## config.mk

```make
export PLATFORM = sky130hd
export DESIGN_NAME = alarm_slot_table
export DESIGN_NICKNAME = d
export VERILOG_FILES = /design/src/als_pkg.sv /design/src/als_match.sv /design/src/alarm_slot_table.sv
export SDC_FILE = /design/constraint.sdc
export NUM_CORES = 1
export LEC_CHECK = 0
export BUFFER_PORTS_ARGS = -buffer_cell sky130_fd_sc_hd__buf_2
export CORE_UTILIZATION = 43
export CTS_CLUSTER_DIAMETER = 120
export DETAILED_ROUTE_END_ITERATION = 10
export GPL_TIMING_DRIVEN = 1
export HOLD_SLACK_MARGIN = 0.08
export PLACE_DENSITY = 0.63
export RECOVER_POWER = 100
export SLEW_MARGIN = 30
export SYNTH_ARGS = -nofsm -noshare
export SYNTH_HDL_FRONTEND = slang
export SYNTH_SLANG_ARGS = --single-unit
```

## constraint.sdc

```tcl
create_clock -name clock -period 12.1 [get_ports clock]
set_clock_uncertainty 0.2 [all_clocks]
set_input_delay 2.42 -clock clock [delete_from_list [all_inputs] [get_ports clock]]
set_output_delay 2.42 -clock clock [all_outputs]
set_load 0.05 [all_outputs]
```

## src/als_pkg.sv

```systemverilog
// ----------------------------------------------------------------------------
// als_pkg
// Shared types and constants for the alarm slot table.
// ----------------------------------------------------------------------------
package als_pkg;

   localparam int TYPE_W   = 8;
   localparam int MEMBER_W = 64;
   localparam int MODE_W   = 2;
   localparam int COUNT_W  = 4;
   localparam int COUNT_MAX = 15;

   localparam logic [MODE_W-1:0] MODE_ACTIVATE   = 2'd0;
   localparam logic [MODE_W-1:0] MODE_DEACTIVATE = 2'd1;
   localparam logic [MODE_W-1:0] MODE_QUERY      = 2'd2;

   localparam logic [MEMBER_W-1:0] MEMBER_DEFAULT = 64'd1;

   typedef struct packed {
      logic [MODE_W-1:0]   mode;
      logic [TYPE_W-1:0]   alarm_kind;
      logic [MEMBER_W-1:0] member_key;
   } als_req_type;

   typedef struct packed {
      logic               type_active;
      logic               table_changed;
      logic               dropped_full;
      logic [COUNT_W-1:0] active_count;
   } als_rsp_type;

endpackage

```

## src/als_match.sv

```systemverilog
// ----------------------------------------------------------------------------
// als_match
// Parallel slot compare: type hits, removable slots and the lowest free slot.
// ----------------------------------------------------------------------------
module als_match #(
   parameter int SLOTS = 8
) (
   input  logic [SLOTS-1:0]              slot_valid,
   input  logic [als_pkg::TYPE_W-1:0]    slot_type [SLOTS],
   input  logic [als_pkg::MEMBER_W-1:0]  slot_member [SLOTS],
   input  logic [als_pkg::TYPE_W-1:0]    alarm_kind,
   input  logic [als_pkg::MEMBER_W-1:0]  member_key,
   output logic [SLOTS-1:0]              hit,
   output logic [SLOTS-1:0]              kill,
   output logic [SLOTS-1:0]              free_first
);
   import als_pkg::*;

   logic [SLOTS-1:0] free_vec;

   always_comb begin
      for (int i = 0; i < SLOTS; i++) begin
         hit[i]  = slot_valid[i] && (slot_type[i] == alarm_kind);
         kill[i] = hit[i] && ((member_key == '0) || (slot_member[i] == member_key));
      end
   end

   assign free_vec   = ~slot_valid;
   assign free_first = free_vec & (~free_vec + {{(SLOTS-1){1'b0}}, 1'b1});

endmodule

```

## src/alarm_slot_table.sv

```systemverilog
// ----------------------------------------------------------------------------
// alarm_slot_table
// Associative table of raised alarms with activate, deactivate and query.
// ----------------------------------------------------------------------------
// Each request is captured in an input register and resolved against all SLOTS
// entries at once, so the block takes one request per cycle while rsp_stall does
// not hold the result register, and registers its answer word in that register.
// The pace is set by the combinational slot compare, free-slot priority encoder
// and valid count between the input register and the result register. The
// table is empty after reset.
module alarm_slot_table #(
   parameter int SLOTS = 8
) (
   input  logic                 clock,
   input  logic                 reset,
   input  logic                 req_valid,
   output logic                 req_stall,
   input  als_pkg::als_req_type req_data,
   output logic                 rsp_valid,
   input  logic                 rsp_stall,
   output als_pkg::als_rsp_type rsp_data
);
   import als_pkg::*;

   localparam int CNT_W = $clog2(SLOTS + 1);

   logic                 req_valid_ff, req_valid_in;
   als_req_type          req_ff, req_in;
   logic                 rsp_valid_ff, rsp_valid_in;
   als_rsp_type          rsp_ff, rsp_in;

   logic [SLOTS-1:0]     slot_valid_ff, slot_valid_in;
   logic [TYPE_W-1:0]    slot_type_ff [SLOTS];
   logic [TYPE_W-1:0]    slot_type_in [SLOTS];
   logic [MEMBER_W-1:0]  slot_member_ff [SLOTS];
   logic [MEMBER_W-1:0]  slot_member_in [SLOTS];

   logic [SLOTS-1:0]     hit, kill, free_first, kill_eff;
   logic                 advance, work, type_nz, is_act, is_deact;
   logic                 present, has_free, do_fill;
   logic [MEMBER_W-1:0]  fill_member;
   logic [CNT_W-1:0]     cnt;
   logic [31:0]          cnt_wide;

   als_match #(.SLOTS(SLOTS)) u_match (
      .slot_valid  (slot_valid_ff),
      .slot_type   (slot_type_ff),
      .slot_member (slot_member_ff),
      .alarm_kind  (req_ff.alarm_kind),
      .member_key  (req_ff.member_key),
      .hit         (hit),
      .kill        (kill),
      .free_first  (free_first)
   );

   assign advance   = !rsp_valid_ff || !rsp_stall;
   assign req_stall = req_valid_ff && !advance;
   assign work      = req_valid_ff && advance;

   assign type_nz  = (req_ff.alarm_kind != '0);
   assign is_act   = (req_ff.mode == MODE_ACTIVATE);
   assign is_deact = (req_ff.mode == MODE_DEACTIVATE);
   assign present  = |hit;
   assign has_free = |free_first;
   assign do_fill  = is_act && type_nz && !present && has_free;
   assign kill_eff = (is_deact && type_nz) ? kill : '0;
   assign fill_member = (req_ff.member_key != '0) ? req_ff.member_key : MEMBER_DEFAULT;

   always_comb begin
      for (int i = 0; i < SLOTS; i++) begin
         slot_valid_in[i]  = slot_valid_ff[i];
         slot_type_in[i]   = slot_type_ff[i];
         slot_member_in[i] = slot_member_ff[i];
         if (do_fill && free_first[i]) begin
            slot_valid_in[i]  = 1'b1;
            slot_type_in[i]   = req_ff.alarm_kind;
            slot_member_in[i] = fill_member;
         end else if (kill_eff[i]) begin
            slot_valid_in[i]  = 1'b0;
            slot_type_in[i]   = '0;
            slot_member_in[i] = '0;
         end
      end
   end

   always_comb begin
      cnt = '0;
      for (int i = 0; i < SLOTS; i++) begin
         cnt = cnt + CNT_W'(slot_valid_in[i]);
      end
      cnt_wide = 32'(cnt);
   end

   always_comb begin
      rsp_in.table_changed = do_fill || (|kill_eff);
      rsp_in.dropped_full  = is_act && type_nz && !present && !has_free;
      rsp_in.active_count  = (cnt_wide > 32'(COUNT_MAX)) ? COUNT_W'(COUNT_MAX)
                                                         : cnt_wide[COUNT_W-1:0];
      if (is_act) begin
         rsp_in.type_active = type_nz && (present || has_free);
      end else if (is_deact) begin
         rsp_in.type_active = |(hit & ~kill_eff);
      end else begin
         rsp_in.type_active = present;
      end
   end

   assign req_valid_in = req_stall ? 1'b1 : req_valid;
   assign req_in       = (req_valid && !req_stall) ? req_data : req_ff;
   assign rsp_valid_in = advance ? req_valid_ff : rsp_valid_ff;

   always_ff @(posedge clock) begin
      if (reset) begin
         req_valid_ff  <= 1'b0;
         rsp_valid_ff  <= 1'b0;
         slot_valid_ff <= '0;
      end else begin
         req_valid_ff <= req_valid_in;
         rsp_valid_ff <= rsp_valid_in;
         if (work) begin
            slot_valid_ff <= slot_valid_in;
         end
      end
   end

   always_ff @(posedge clock) begin
      req_ff <= req_in;
      if (work) begin
         rsp_ff <= rsp_in;
         for (int i = 0; i < SLOTS; i++) begin
            slot_type_ff[i]   <= slot_type_in[i];
            slot_member_ff[i] <= slot_member_in[i];
         end
      end
   end

   assign rsp_valid = rsp_valid_ff;
   assign rsp_data  = rsp_ff;

endmodule

```

Word-level counts from Yosys, hierarchy flattened
Cells that the tools add are included.
{"block": "totals", "register_bits": 667, "word_cells": 184, "in_bits": 78, "out_inout_bits": 9}
{"block": "op_classes", "add_sub_neg": 8, "n_reduce_logical": 74, "eq_ne": 17, "muxes": 53, "n_lt_le_gt_ge": 1, "bitwise": 5}
{"op": "64-bit 2-to-1 mux", "n": 17}
{"op": "64-bit equality test", "n": 8}
{"op": "8-bit 2-to-1 mux", "n": 17}
{"op": "8-bit equality test", "n": 8}
{"op": "64-bit zero test", "n": 1}
{"op": "64-bit nonzero test", "n": 1}
{"op": "1-bit logical AND", "n": 33}
{"op": "8-bit OR reduction", "n": 4}
{"op": "8-bit inverter", "n": 3}
{"op": "1-bit 2-to-1 mux", "n": 19}
{"op": "4-bit by 1-bit adder with 4-bit output", "n": 4}
{"op": "8-bit bitwise AND", "n": 2}
{"op": "2-bit AND reduction", "n": 8}
{"op": "2-bit nonzero test", "n": 8}
{"op": "1-bit logical OR", "n": 11}
{"op": "8-bit by 1-bit adder with 8-bit output (second input constant)", "n": 1}
{"op": "8-bit nonzero test", "n": 1}
{"op": "1-bit zero test", "n": 6}
{"op": "3-bit by 1-bit adder with 4-bit output", "n": 1}
{"op": "4-bit greater-than comparator (second input constant)", "n": 1}
{"op": "2-bit by 1-bit adder with 3-bit output", "n": 1}
{"op": "1-bit by 1-bit adder with 2-bit output", "n": 1}
{"op": "2-bit by 1-bit equality test with 1-bit output (second input constant)", "n": 1}
{"op": "2-bit zero test", "n": 1}

Logic depth before layout (Yosys ltp)
Gate-level depths: netlist (run 1).
{"block": "depth", "ltp_word": 16, "mapped_depth": 18, "ltp_nobuf": 15}

By module
Synthesis (run 1) repeated with hierarchy kept, for this count alone.
{"block": "unflattened", "cells_unflattened": 2399, "hier_area_um2": 32032.0}
{"module": "alarm_slot_table", "cells_per_inst": 1517, "seq_area_each_um2": 19929.1, "n_inst": 1, "area_per_inst_um2": 24996.5}
{"module": "als_match", "cells_per_inst": 882, "seq_area_each_um2": 0.0, "n_inst": 1, "area_per_inst_um2": 7035.5}

Least setup slack after synthesis (run 1)
No wires, ideal clock.
{"block": "synth_path", "path_type": "input to register", "startpoint": "input port rsp_stall", "endpoint": "register slot_member_ff[0] (netlist name) (enable)", "arrival_time_ns": 6.283, "cell_stages": 4, "required_ns": 11.374, "path_slack_ns": 5.091, "setup_time_ns": 0.526, "n_path_buf": 1, "path_cell_list": "nand2_1 -> nand2_1 -> clkbuf_1 -> a21oi_1"}
{"block": "synth_between", "elab_chain_len": 4}
{"item": "from (decl)", "line_no": "alarm_slot_table.sv:20", "source": "input logic rsp_stall,"}
{"item": "1-bit zero test", "line_no": "alarm_slot_table.sv:56", "source": "assign advance = !rsp_valid_ff || !rsp_stall;"}
{"item": "1-bit logical OR", "line_no": "alarm_slot_table.sv:56"}
{"item": "1-bit logical AND", "line_no": "alarm_slot_table.sv:58", "source": "assign work = req_valid_ff && advance;"}
{"item": "2-bit AND reduction (no source line)"}
{"item": "to (signal, indexed assignment)", "line_no": "alarm_slot_table.sv:132", "source": "slot_member_ff[i] <= slot_member_in[i];"}
{"item": "to (decl)", "line_no": "alarm_slot_table.sv:35", "source": "logic [MEMBER_W-1:0] slot_member_ff [SLOTS];"}
Every way passes these cells.
A chain may end at the register's enable or synchronous reset.

Worst setup path after layout (run 1)
{"block": "layout_path", "startpoint": "register req_ff[64] (netlist name)", "endpoint": "register slot_member_ff[16] (netlist name) (enable)"}
{"block": "layout_between", "elab_chain_len": 9, "elab_cells_between_ends": 28, "cone_classes": "eq/ne: 8; mux: 1; reduce/logical: 19"}
{"item": "from (decl)", "line_no": "alarm_slot_table.sv:28", "source": "als_req_type req_ff, req_in;"}
{"item": "from (signal assigned)", "line_no": "alarm_slot_table.sv:127", "source": "req_ff <= req_in;"}
{"item": "8-bit equality test", "line_no": "als_match.sv:23", "source": "hit[i] = slot_valid[i] && (slot_type[i] == alarm_kind);"}
{"item": "1-bit logical AND", "line_no": "als_match.sv:23"}
{"item": "8-bit OR reduction", "line_no": "alarm_slot_table.sv:63", "source": "assign present = |hit;"}
{"item": "1-bit zero test", "line_no": "alarm_slot_table.sv:65", "source": "assign do_fill = is_act && type_nz && !present && has_free;"}
{"item": "1-bit logical AND (2 in series)", "line_no": "alarm_slot_table.sv:65"}
{"item": "1-bit logical AND", "line_no": "alarm_slot_table.sv:74", "source": "if (do_fill && free_first[i]) begin"}
{"item": "2-bit nonzero test (no source line) *"}
{"item": "2-bit AND reduction (no source line) *"}
Every way passes the cells marked *; elsewhere a longest branch is shown, timed or not.

==> results of run 1 <==
[worst max-delay path, cell delays in order (launching register included)]
cell	delay [ns]
sky130_fd_sc_hd__edfxtp_1	0.89
sky130_fd_sc_hd__xnor2_1	0.15
sky130_fd_sc_hd__nand4_1	0.19
sky130_fd_sc_hd__nor3_1	0.08
sky130_fd_sc_hd__or4_1	0.75
sky130_fd_sc_hd__nor4b_1	0.52
sky130_fd_sc_hd__clkbuf_1	2.43
sky130_fd_sc_hd__inv_1	0.23
sky130_fd_sc_hd__a21oi_1	1.14
sky130_fd_sc_hd__clkbuf_1	1.53
[cells in the final DEF, fill, tap and decap left out, drive strengths merged, types with 2 or more instances in the layout]
cell type,count
nor4,160
dfxtp,10
o21a,3
and2,569
o211ai,7
nand4,47
o21ai,10
nor3,11
nand2b,3
bufinv,3
nor4b,4
ha,3
inv,17
nand3b,2
nor2,17
xor2,520
clkbuf,144
clkinv,30
nor2b,4
buf,120
nand2,22
fa,4
a21oi,23
nand3,8
o22ai,3
edfxtp,657
xnor2,57
or3,9
[area by class of cell]
type / count / area (um2) / share of cell area
tap: 959 / 1200 / 0.03406
sequential: 667 / 19930 / 0.5657
timing repair buffer: 165 / 922.1 / 0.02618
antenna: 1 / 2.502 / 0.00007104
clock buffer: 99 / 2019 / 0.05733
multi-input combinational: 1494 / 10820 / 0.3071
inverter: 15 / 56.30 / 0.001598
clock inverter: 36 / 279.0 / 0.007921
[worst min path at each step]
stage | endpoint | slack [ns] | cells after the start
final | rsp_valid | 0.30 | 2
after global routing | rsp_valid | 0.34 | 2
after global placement | rsp_valid | 0.27 | 2
after floorplan | rsp_valid | 0.25 | 2
after CTS | rsp_valid | 0.30 | 2
after detailed placement | rsp_valid | 0.28 | 2
[metrics by stage]
| step | utilization | setup slack, ns | area (um2) | power (mW) |
|---|---|---|---|---|
| after CTS | 0.4874 | 5.645 | 35500 | 5.032 |
| after global placement | 0.4554 | 5.694 | 33170 | 2.872 |
| after floorplan | - | 5.091 | 31640 | 2.761 |
| after global routing | 0.4836 | 2.760 | 35220 | 5.128 |
| final | 0.4836 | 3.489 | 35230 | 4.983 |
| after detailed placement | 0.4559 | 5.702 | 33200 | 2.876 |
[cell families (layout without fill, tap and decap cells)]
logic type      count (synthesis)  after routing  share of synthesized area
flops                         667            667                     0.6299
compound gates                 49             49                   0.009095
simple gates                  861            861                     0.1689
fa+ha+maj                       7              7                   0.003717
other cells                     0              1                          0
buf+inv                       222            315                    0.02871
xor+xnor                      577            577                     0.1597
[flip-flops by register name, summed over array words and instances, names as in the netlist]
signal and count:
slot_type_ff 64, slot_valid_ff 8, rsp_valid 1, slot_member_ff 512, rsp_data 7, req_ff 74
req_valid_ff 1
[layer usage]
layer | vias to the layer above | GRT usage | part of all wire
li1 | 8290 | - | -
met1 | 9246 | 0.3175 | 0.43
met2 | 566 | 0.3778 | 0.47
met3 | 134 | 0.04035 | 0.060
met4 | 0 | 0.08968 | 0.035
met5 | - | 0 | 0
[power breakdown]
group	internal, mW	switching, mW
logic	0.0839	0.180
clock network	1.24	0.917
registers	2.53	0.0285
==> flow_results.org, run 1 <==
** Worst hold path
- The startpoint identified for the worst hold timing path is req_valid_ff.
- The worst hold path belongs to the class flop to flop.

** Global route
- Maximum number of pins on one net before global-route repair :: 73
- Antenna violations before repair :: 0
- GRT Total Usage :: 0.2349
- First-pass GRT wire length :: between 100000 and 150000 um
- Vias in the first global route :: 18389
- Total gr overflow :: 0

** Detailed routing
- Via-to-Cell Ratio :: 5.307
- Post-route ant nets :: 0
- Wires add up to 86940 um.
- After detailed routing, the number of remaining DRC violations is 0.
- The detailed router finished its first iteration with 1708 violations.
- Routed via count :: 18236
- Total iterations of the first detailed-routing run :: 5
- Routed len/inst :: 25.30 um

** STA
- Final hold violation count :: 0
- Setup repair after global routing missed its margin :: false
- The worst pin sits at a relative slew slack of -2.369.
- Number of pins exceeding their max-slew limit in the final report :: 1135
- For the final routed database, the setup TNS stands at 0 ns.
- Worst hold slack across all endpoints :: 0.2985 ns
- Slew at the pin closest to its max-slew limit :: 5.053 ns
- Dividing the final minimum period by the clock period gives 0.7116.
- Setup violation total in the final timing report :: 0
- Static timing analysis puts the maximum clock frequency at 0.1161 GHz.
- After layout, the minimum clock period comes to around 8.6 ns.

** Critical path
- Highest net fanout along the worst path :: 72
- Terminus of the critical flop-to-flop path :: slot_member_ff[16]
- Data arrival time of the worst path :: 8.59 ns
- Critical path start-end classification :: flop to flop
- Element type at the critical path start :: flop
- Worst Reg-to-Reg Cells :: 9
- Beginning of the critical path :: req_ff[64]
- Endpoint kind of the worst setup timing path :: flop
- For flop-to-flop paths, the worst setup slack is approximately 3.5 ns.
- Origin of the critical flop-to-flop path :: req_ff[64]
- Critical path capture point :: slot_member_ff[16]
- Data required time of the worst path :: 12.08 ns

** Yosys
- Averaged over all synthesized cells, the footprint is 13.28 um2.
- After synthesis the netlist holds a flip-flop and latch count of 667.
- Count of synthesis-stage warnings from yosys :: 0
- Fraction of the yosys area taken by sequential cells :: 0.6299
- In the synthesized netlist the dominant register cell turns out to be sky130_fd_sc_hd__edfxtp_1.
- Number of enable flip-flop cells after synthesis :: 657
- Most frequent cell after synthesis :: sky130_fd_sc_hd__edfxtp_1
- Number of nets produced by synthesis :: approximately 2500
- Sorting the synthesized cells by area gives the leading types as sky130_fd_sc_hd__edfxtp_1, sky130_fd_sc_hd__xor2_1, sky130_fd_sc_hd__and2_1, sky130_fd_sc_hd__nor4_1, sky130_fd_sc_hd__clkbuf_1.
- Count of cell types in the netlist :: 39
- Most used standard cells in the synthesized netlist :: sky130_fd_sc_hd__edfxtp_1, sky130_fd_sc_hd__and2_1, sky130_fd_sc_hd__xor2_1
- Mapped cell area :: 31640 um2
- Of the post-synthesis cell area, the dominant cell type holds 0.6235.
- After synthesis, the share of flip-flops with an asynchronous set or reset is 0.
- Biggest area consumer among synthesized cells :: sky130_fd_sc_hd__edfxtp_1
- Synthesis produced 2383 cells.

** Finish
- The net count of the finished layout is 2503.
- From synthesis to final layout, the design area changed by 11.33%.
- Filler cells :: 6357
- Layout cell share with drive strength beyond 1 :: 0.09168
- After the flow finishes, the layout carries non-filler instances totaling 3436.

** Pwr
- Ratio of total power to cell area :: 141.5 nW/um2
- Highest ir drop seen on vdd :: 85.54 uV
- For this design the static power due to leakage is 13.42 nW.

** Place
- The wire-length estimate of the detail-placed layout is 53210 um.
- Counting tap cells, the placed design contains a total of around 3300 instances.
- Port-buffer cells :: 86
- RD Place Congestion :: 0.8686

** Clock tree
- In this run, CTS created clock tree buffers numbering 75.
- CTS placed an instance of sky130_fd_sc_hd__clkbuf_16 at the clock tree root.
- Post-CTS repair changed the size of 0 cells.
- TritonCTS built the clock tree.
- Clock sink count :: 667
- After clock tree synthesis, the flow added hold-fix buffers numbering 0.
- Number of setup buffers added after CTS :: 0
- The clock passes through at most 3 buffers.
- Number of H-tree levels :: 3
- Clock Latency Late Sink :: 0.63 ns
- Post-CTS clock slew at the launch and capture registers of the worst setup and hold paths :: 0.06 ns

** Outcome
- Outcome :: finished with violations
- Violated checks :: max-capacitance violations, max-slew violations

** Die
- Area of the die :: 74670 um2
- Horiz. Die Dim :: ~270 um
- The initial utilization of the core area, before any placement, comes to 0.4344.
- Chip Height :: 273.3 um
- Site Rows :: between 90 and 100
- In this run the standard cell core region covers 72830 um2.
- just under 90 I/O pins were placed.

** Job
- Max-cap violations in this run came to 22.
Power figures use the tool's default switching activity.
==> inputs of run 2 (changes only) <==
--- a/config.mk
+++ b/config.mk
@@ -11,7 +11,7 @@
 export DETAILED_ROUTE_END_ITERATION = 10
 export GPL_TIMING_DRIVEN = 1
 export HOLD_SLACK_MARGIN = 0.08
-export PLACE_DENSITY = 0.63
+export PLACE_DENSITY = 0.65
 export RECOVER_POWER = 100
 export SLEW_MARGIN = 30
 export SYNTH_ARGS = -nofsm -noshare
==> constraint.sdc (replaced) <==
create_clock -name clock -period 7.9 [get_ports clock]
set_clock_uncertainty 0.2 [all_clocks]
set_input_delay 1.58 -clock clock [delete_from_list [all_inputs] [get_ports clock]]
set_output_delay 1.58 -clock clock [all_outputs]
set_load 0.05 [all_outputs]
==> run 2 against run 1 <==
Effect of this change: highest routed layer unchanged; core utilization grew 0.34 points; the flow still finishes with violations (max-capacitance violations, max-slew violations); critical path depth shrank 1; maximum frequency grew 22%; via count grew 1.7%; clock power grew 60%; largest power group unchanged; flip-flop and latch count is the same; worst hold slack gained 0.0039 ns.
==> flow_results.org, run 2 (same netlist as run 1, synthesis figures left out) <==
** Outcome
- Outcome :: finished with violations (unchanged)
- Violated checks: max-capacitance violations, max-slew violations (unchanged).

** Die
- The I/O pin count was 87 (unchanged).
- The number of rows created at floorplan was 99 (unchanged).
- Placeable Area :: 72830 um2 (unchanged)
- Horiz. Die Dim :: 273.3 um (unchanged)
- Area of the die :: 74670 um2 (unchanged)
- The vertical die dimension is 273.3 um (unchanged).
- Initial standard-cell utilization of the core :: 0.4344 (unchanged)

** Clock tree
- Buffer levels on the longest clock path :: 3 (unchanged)
- CTS resizes :: 0 (unchanged)
- Master cell of the clock root buffer :: sky130_fd_sc_hd__clkbuf_16 (unchanged)
- Clock sink count :: 667 (unchanged)
- The number of CTS-inserted buffers was 77 (was 75).
- Number of H-tree levels :: 3 (unchanged)
- Number of setup buffers added after CTS :: 0 (unchanged)
- Post-CTS clock slew at the launch and capture registers of the worst setup and hold paths :: 0.06 ns (about the same)
- The TritonCTS clock tree was yes (unchanged).
- The insertion delay of the later-clocked pin in the worst-skew pair is 0.65 ns (was 0.63 ns).
- Post-CTS Hold Buffers :: 0 (unchanged)

** Finish
- Flip-flop count of the largest register after layout :: 512 (unchanged)
- Most used cells in the layout excluding fill and tap cells :: sky130_fd_sc_hd__edfxtp_1, sky130_fd_sc_hd__xor2_1, sky130_fd_sc_hd__and2_1, sky130_fd_sc_hd__and2_0, sky130_fd_sc_hd__nor4_1 (unchanged)
- The final cell utilization of the core came to 0.4871 (was 0.4836).
- The ratio of cells with drive above 1 in the final layout came to 0.09980 (was 0.09168).
- The number of nets in the layout is 2512 (was 2503).
- The number of antenna diodes is 0 (was 1).
- The largest register by flop count was slot_member_ff (unchanged).
- Registers with the most flip-flops: slot_member_ff x512, req_ff x74, slot_type_ff x64 (unchanged).
- The count of non-filler cells in the finished layout came to 3444 (was 3436).
- Filler cells :: 6388 (was 6357)
- The most common library cell in the layout ignoring fill and taps is sky130_fd_sc_hd__edfxtp_1 (unchanged).
- The post-route standard cell area excluding fillers came to 35480 um2 (was 35230 um2).
- The growth of design area from synthesis to finish is 12.12% (was 11.33%).

** Critical path
- Endpoint kind of the worst setup timing path :: flop (unchanged)
- Data arrival time of the worst path :: 7.10 ns (was 8.59 ns)
- Terminus of the critical flop-to-flop path :: slot_member_ff[237] (was slot_member_ff[16])
- The required time of the critical path is 7.96 ns (was 12.08 ns).
- The setup slack of the most critical reg-to-reg path came to 0.86 ns (was 3.49 ns).
- The launch instance of the worst register-to-register path was req_ff[51] (was req_ff[64]).
- The timing endpoint of the critical path is slot_member_ff[237] (was slot_member_ff[16]).
- The critical path launch point type was a flop (unchanged).
- The count of cells along the worst register-to-register path came to 8 (was 9).
- Critical path start-end classification :: flop to flop (unchanged)
- Beginning of the critical path :: req_ff[51] (was req_ff[64])
- Highest net fanout along the worst path :: 38 (was 72)

** Detailed routing
- Via-to-Cell Ratio :: 5.384 (was 5.307)
- Max Used Layer :: met4 (unchanged)
- The sum of met2 wire segment lengths after detailed routing was 41400 um (was 41140 um).
- Post-route ant nets :: 0 (unchanged)
- Routed via count :: 18541 (was 18236)
- Overall routed net length :: 88750 um (was 86940 um)
- The amount of wire on met3 after detailed routing is 5855 um (was 5188 um).
- The average detailed-routed wire length per instance came to 25.77 um (was 25.30 um).
- Drt initial violations :: 1901 (was 1708)
- Total iterations of the first detailed-routing run :: 7 (was 5)
- The met1 layer wirelength in the final routing was 38210 um (was 37590 um).
- Residual DRC :: 0 (unchanged)

** Place
- The instance count after placement with tap cells included was 3305 (was 3298).
- Final HPWL DP :: 55760 um (was 53210 um)
- Port-buffer cells :: 86 (unchanged)
- RD Place Congestion :: 0.8776 (was 0.8686)
- The total placed instance area came to 33300 um2 (was 33200 um2).

** STA
- Min Clock Period, post-route :: 7.041 ns (was 8.611 ns)
- The count of endpoints failing hold in the final timing report is 0 (unchanged).
- The measured slew at the worst slew-check pin is 3.403 ns (was 5.053 ns).
- The worst max-slew margin expressed relative to the limit is -1.269 (was -2.369).
- Period utilisation layout :: 0.8913 (was 0.7116)
- Setup repair after global routing missed its margin :: false (unchanged)
- The maximum frequency from static timing analysis was 0.1420 GHz (was 0.1161 GHz).
- The number of setup violations in the final report was 0 (unchanged).
- Worst hold slack across all endpoints :: 0.3024 ns (was 0.2985 ns)
- The max-slew violation count came to 699 (was 1135).
- The accumulated negative setup slack came to 0 ns (unchanged).

** Worst hold path
- The class of the worst hold path is flop to flop (unchanged).

** Global route
- The initial antenna violation count came to 4 (was 0).
- The overall fraction of global-route tracks in use is 0.2375 (was 0.2349).
- The total congestion overflow after global routing came to 0 (unchanged).
- Vias in the first global route :: 18156 (was 18389)
- Maximum number of pins on one net before global-route repair :: 74 (was 73)
- The global-route wire length before repair is 128100 um (was 126300 um).

** Pwr
- The highest ir drop seen on vdd came to 167.4 uV (was 85.54 uV).
- The total power per unit cell area is 219.7 nW/um2 (was 141.5 nW/um2).
- Leakage power figure :: 13.61 nW (was 13.42 nW)

** Job
- Max-cap check violation count :: 13 (was 22)
run 2: final cells by class:
cell class	instances	area, um2	share of cell area
inverter	15	56.30	0.001587
sequential	667	19930	0.5618
tap	959	1200	0.03382
clock inverter	42	390.4	0.01100
multi-input combinational	1494	10870	0.3065
clock buffer	95	2016	0.05682
timing repair buffer	172	1011	0.02850
run 2: where the power goes:
| group | internal, mW | switching (mW) | leakage [nW] |
|---|---|---|---|
| Clock | 1.99 | 1.47 | 1.17 |
| Sequential | 3.88 | 0.0741 | 7.12 |
| Combinational | 0.131 | 0.251 | 5.33 |
| Total | 6.00 | 1.80 | 13.6 |
run 2: critical path, stage by stage, from the launching register on:
cell and delay, ns:
sky130_fd_sc_hd__edfxtp_1 0.96, sky130_fd_sc_hd__clkbuf_1 0.35, sky130_fd_sc_hd__xor2_1 0.13, sky130_fd_sc_hd__nor4_1 0.82, sky130_fd_sc_hd__nand4_1 0.36, sky130_fd_sc_hd__nor4_1 0.87, sky130_fd_sc_hd__o211ai_1 0.31, sky130_fd_sc_hd__a21oi_1 1.84
sky130_fd_sc_hd__buf_4 0.75
run 2: metrics by stage:
step / worst slack [ns] / power (mW)
final: 0.8585 / 7.795
after global routing: 0.7655 / 8.005
after CTS: 1.407 / 7.852
after detailed placement: 1.471 / 4.411
after global placement: 1.284 / 4.406
after floorplan: 1.368 / 4.229
run 2: worst min-delay path by stage:
stage | startpoint | endpoint | slack [ns] | depth (start not counted)
2_1_floorplan | req_valid_ff | rsp_valid | 0.25 | 2
3_3_place_gp | req_valid_ff | rsp_valid | 0.26 | 2
3_5_place_dp | req_valid_ff | rsp_valid | 0.30 | 2
4_1_cts | req_valid_ff | rsp_valid | 0.32 | 2
5_1_grt | req_valid_ff | rsp_valid | 0.35 | 2
6_report | req_valid_ff | rsp_valid | 0.30 | 2
run 2: layer usage:
| layer | track usage | vias up |
|---|---|---|
| li1 | - | 8297 |
| met1 | 0.3296 | 9436 |
| met2 | 0.3773 | 663 |
| met3 | 0.03728 | 145 |
| met4 | 0.08498 | 0 |
| met5 | 0 | - |
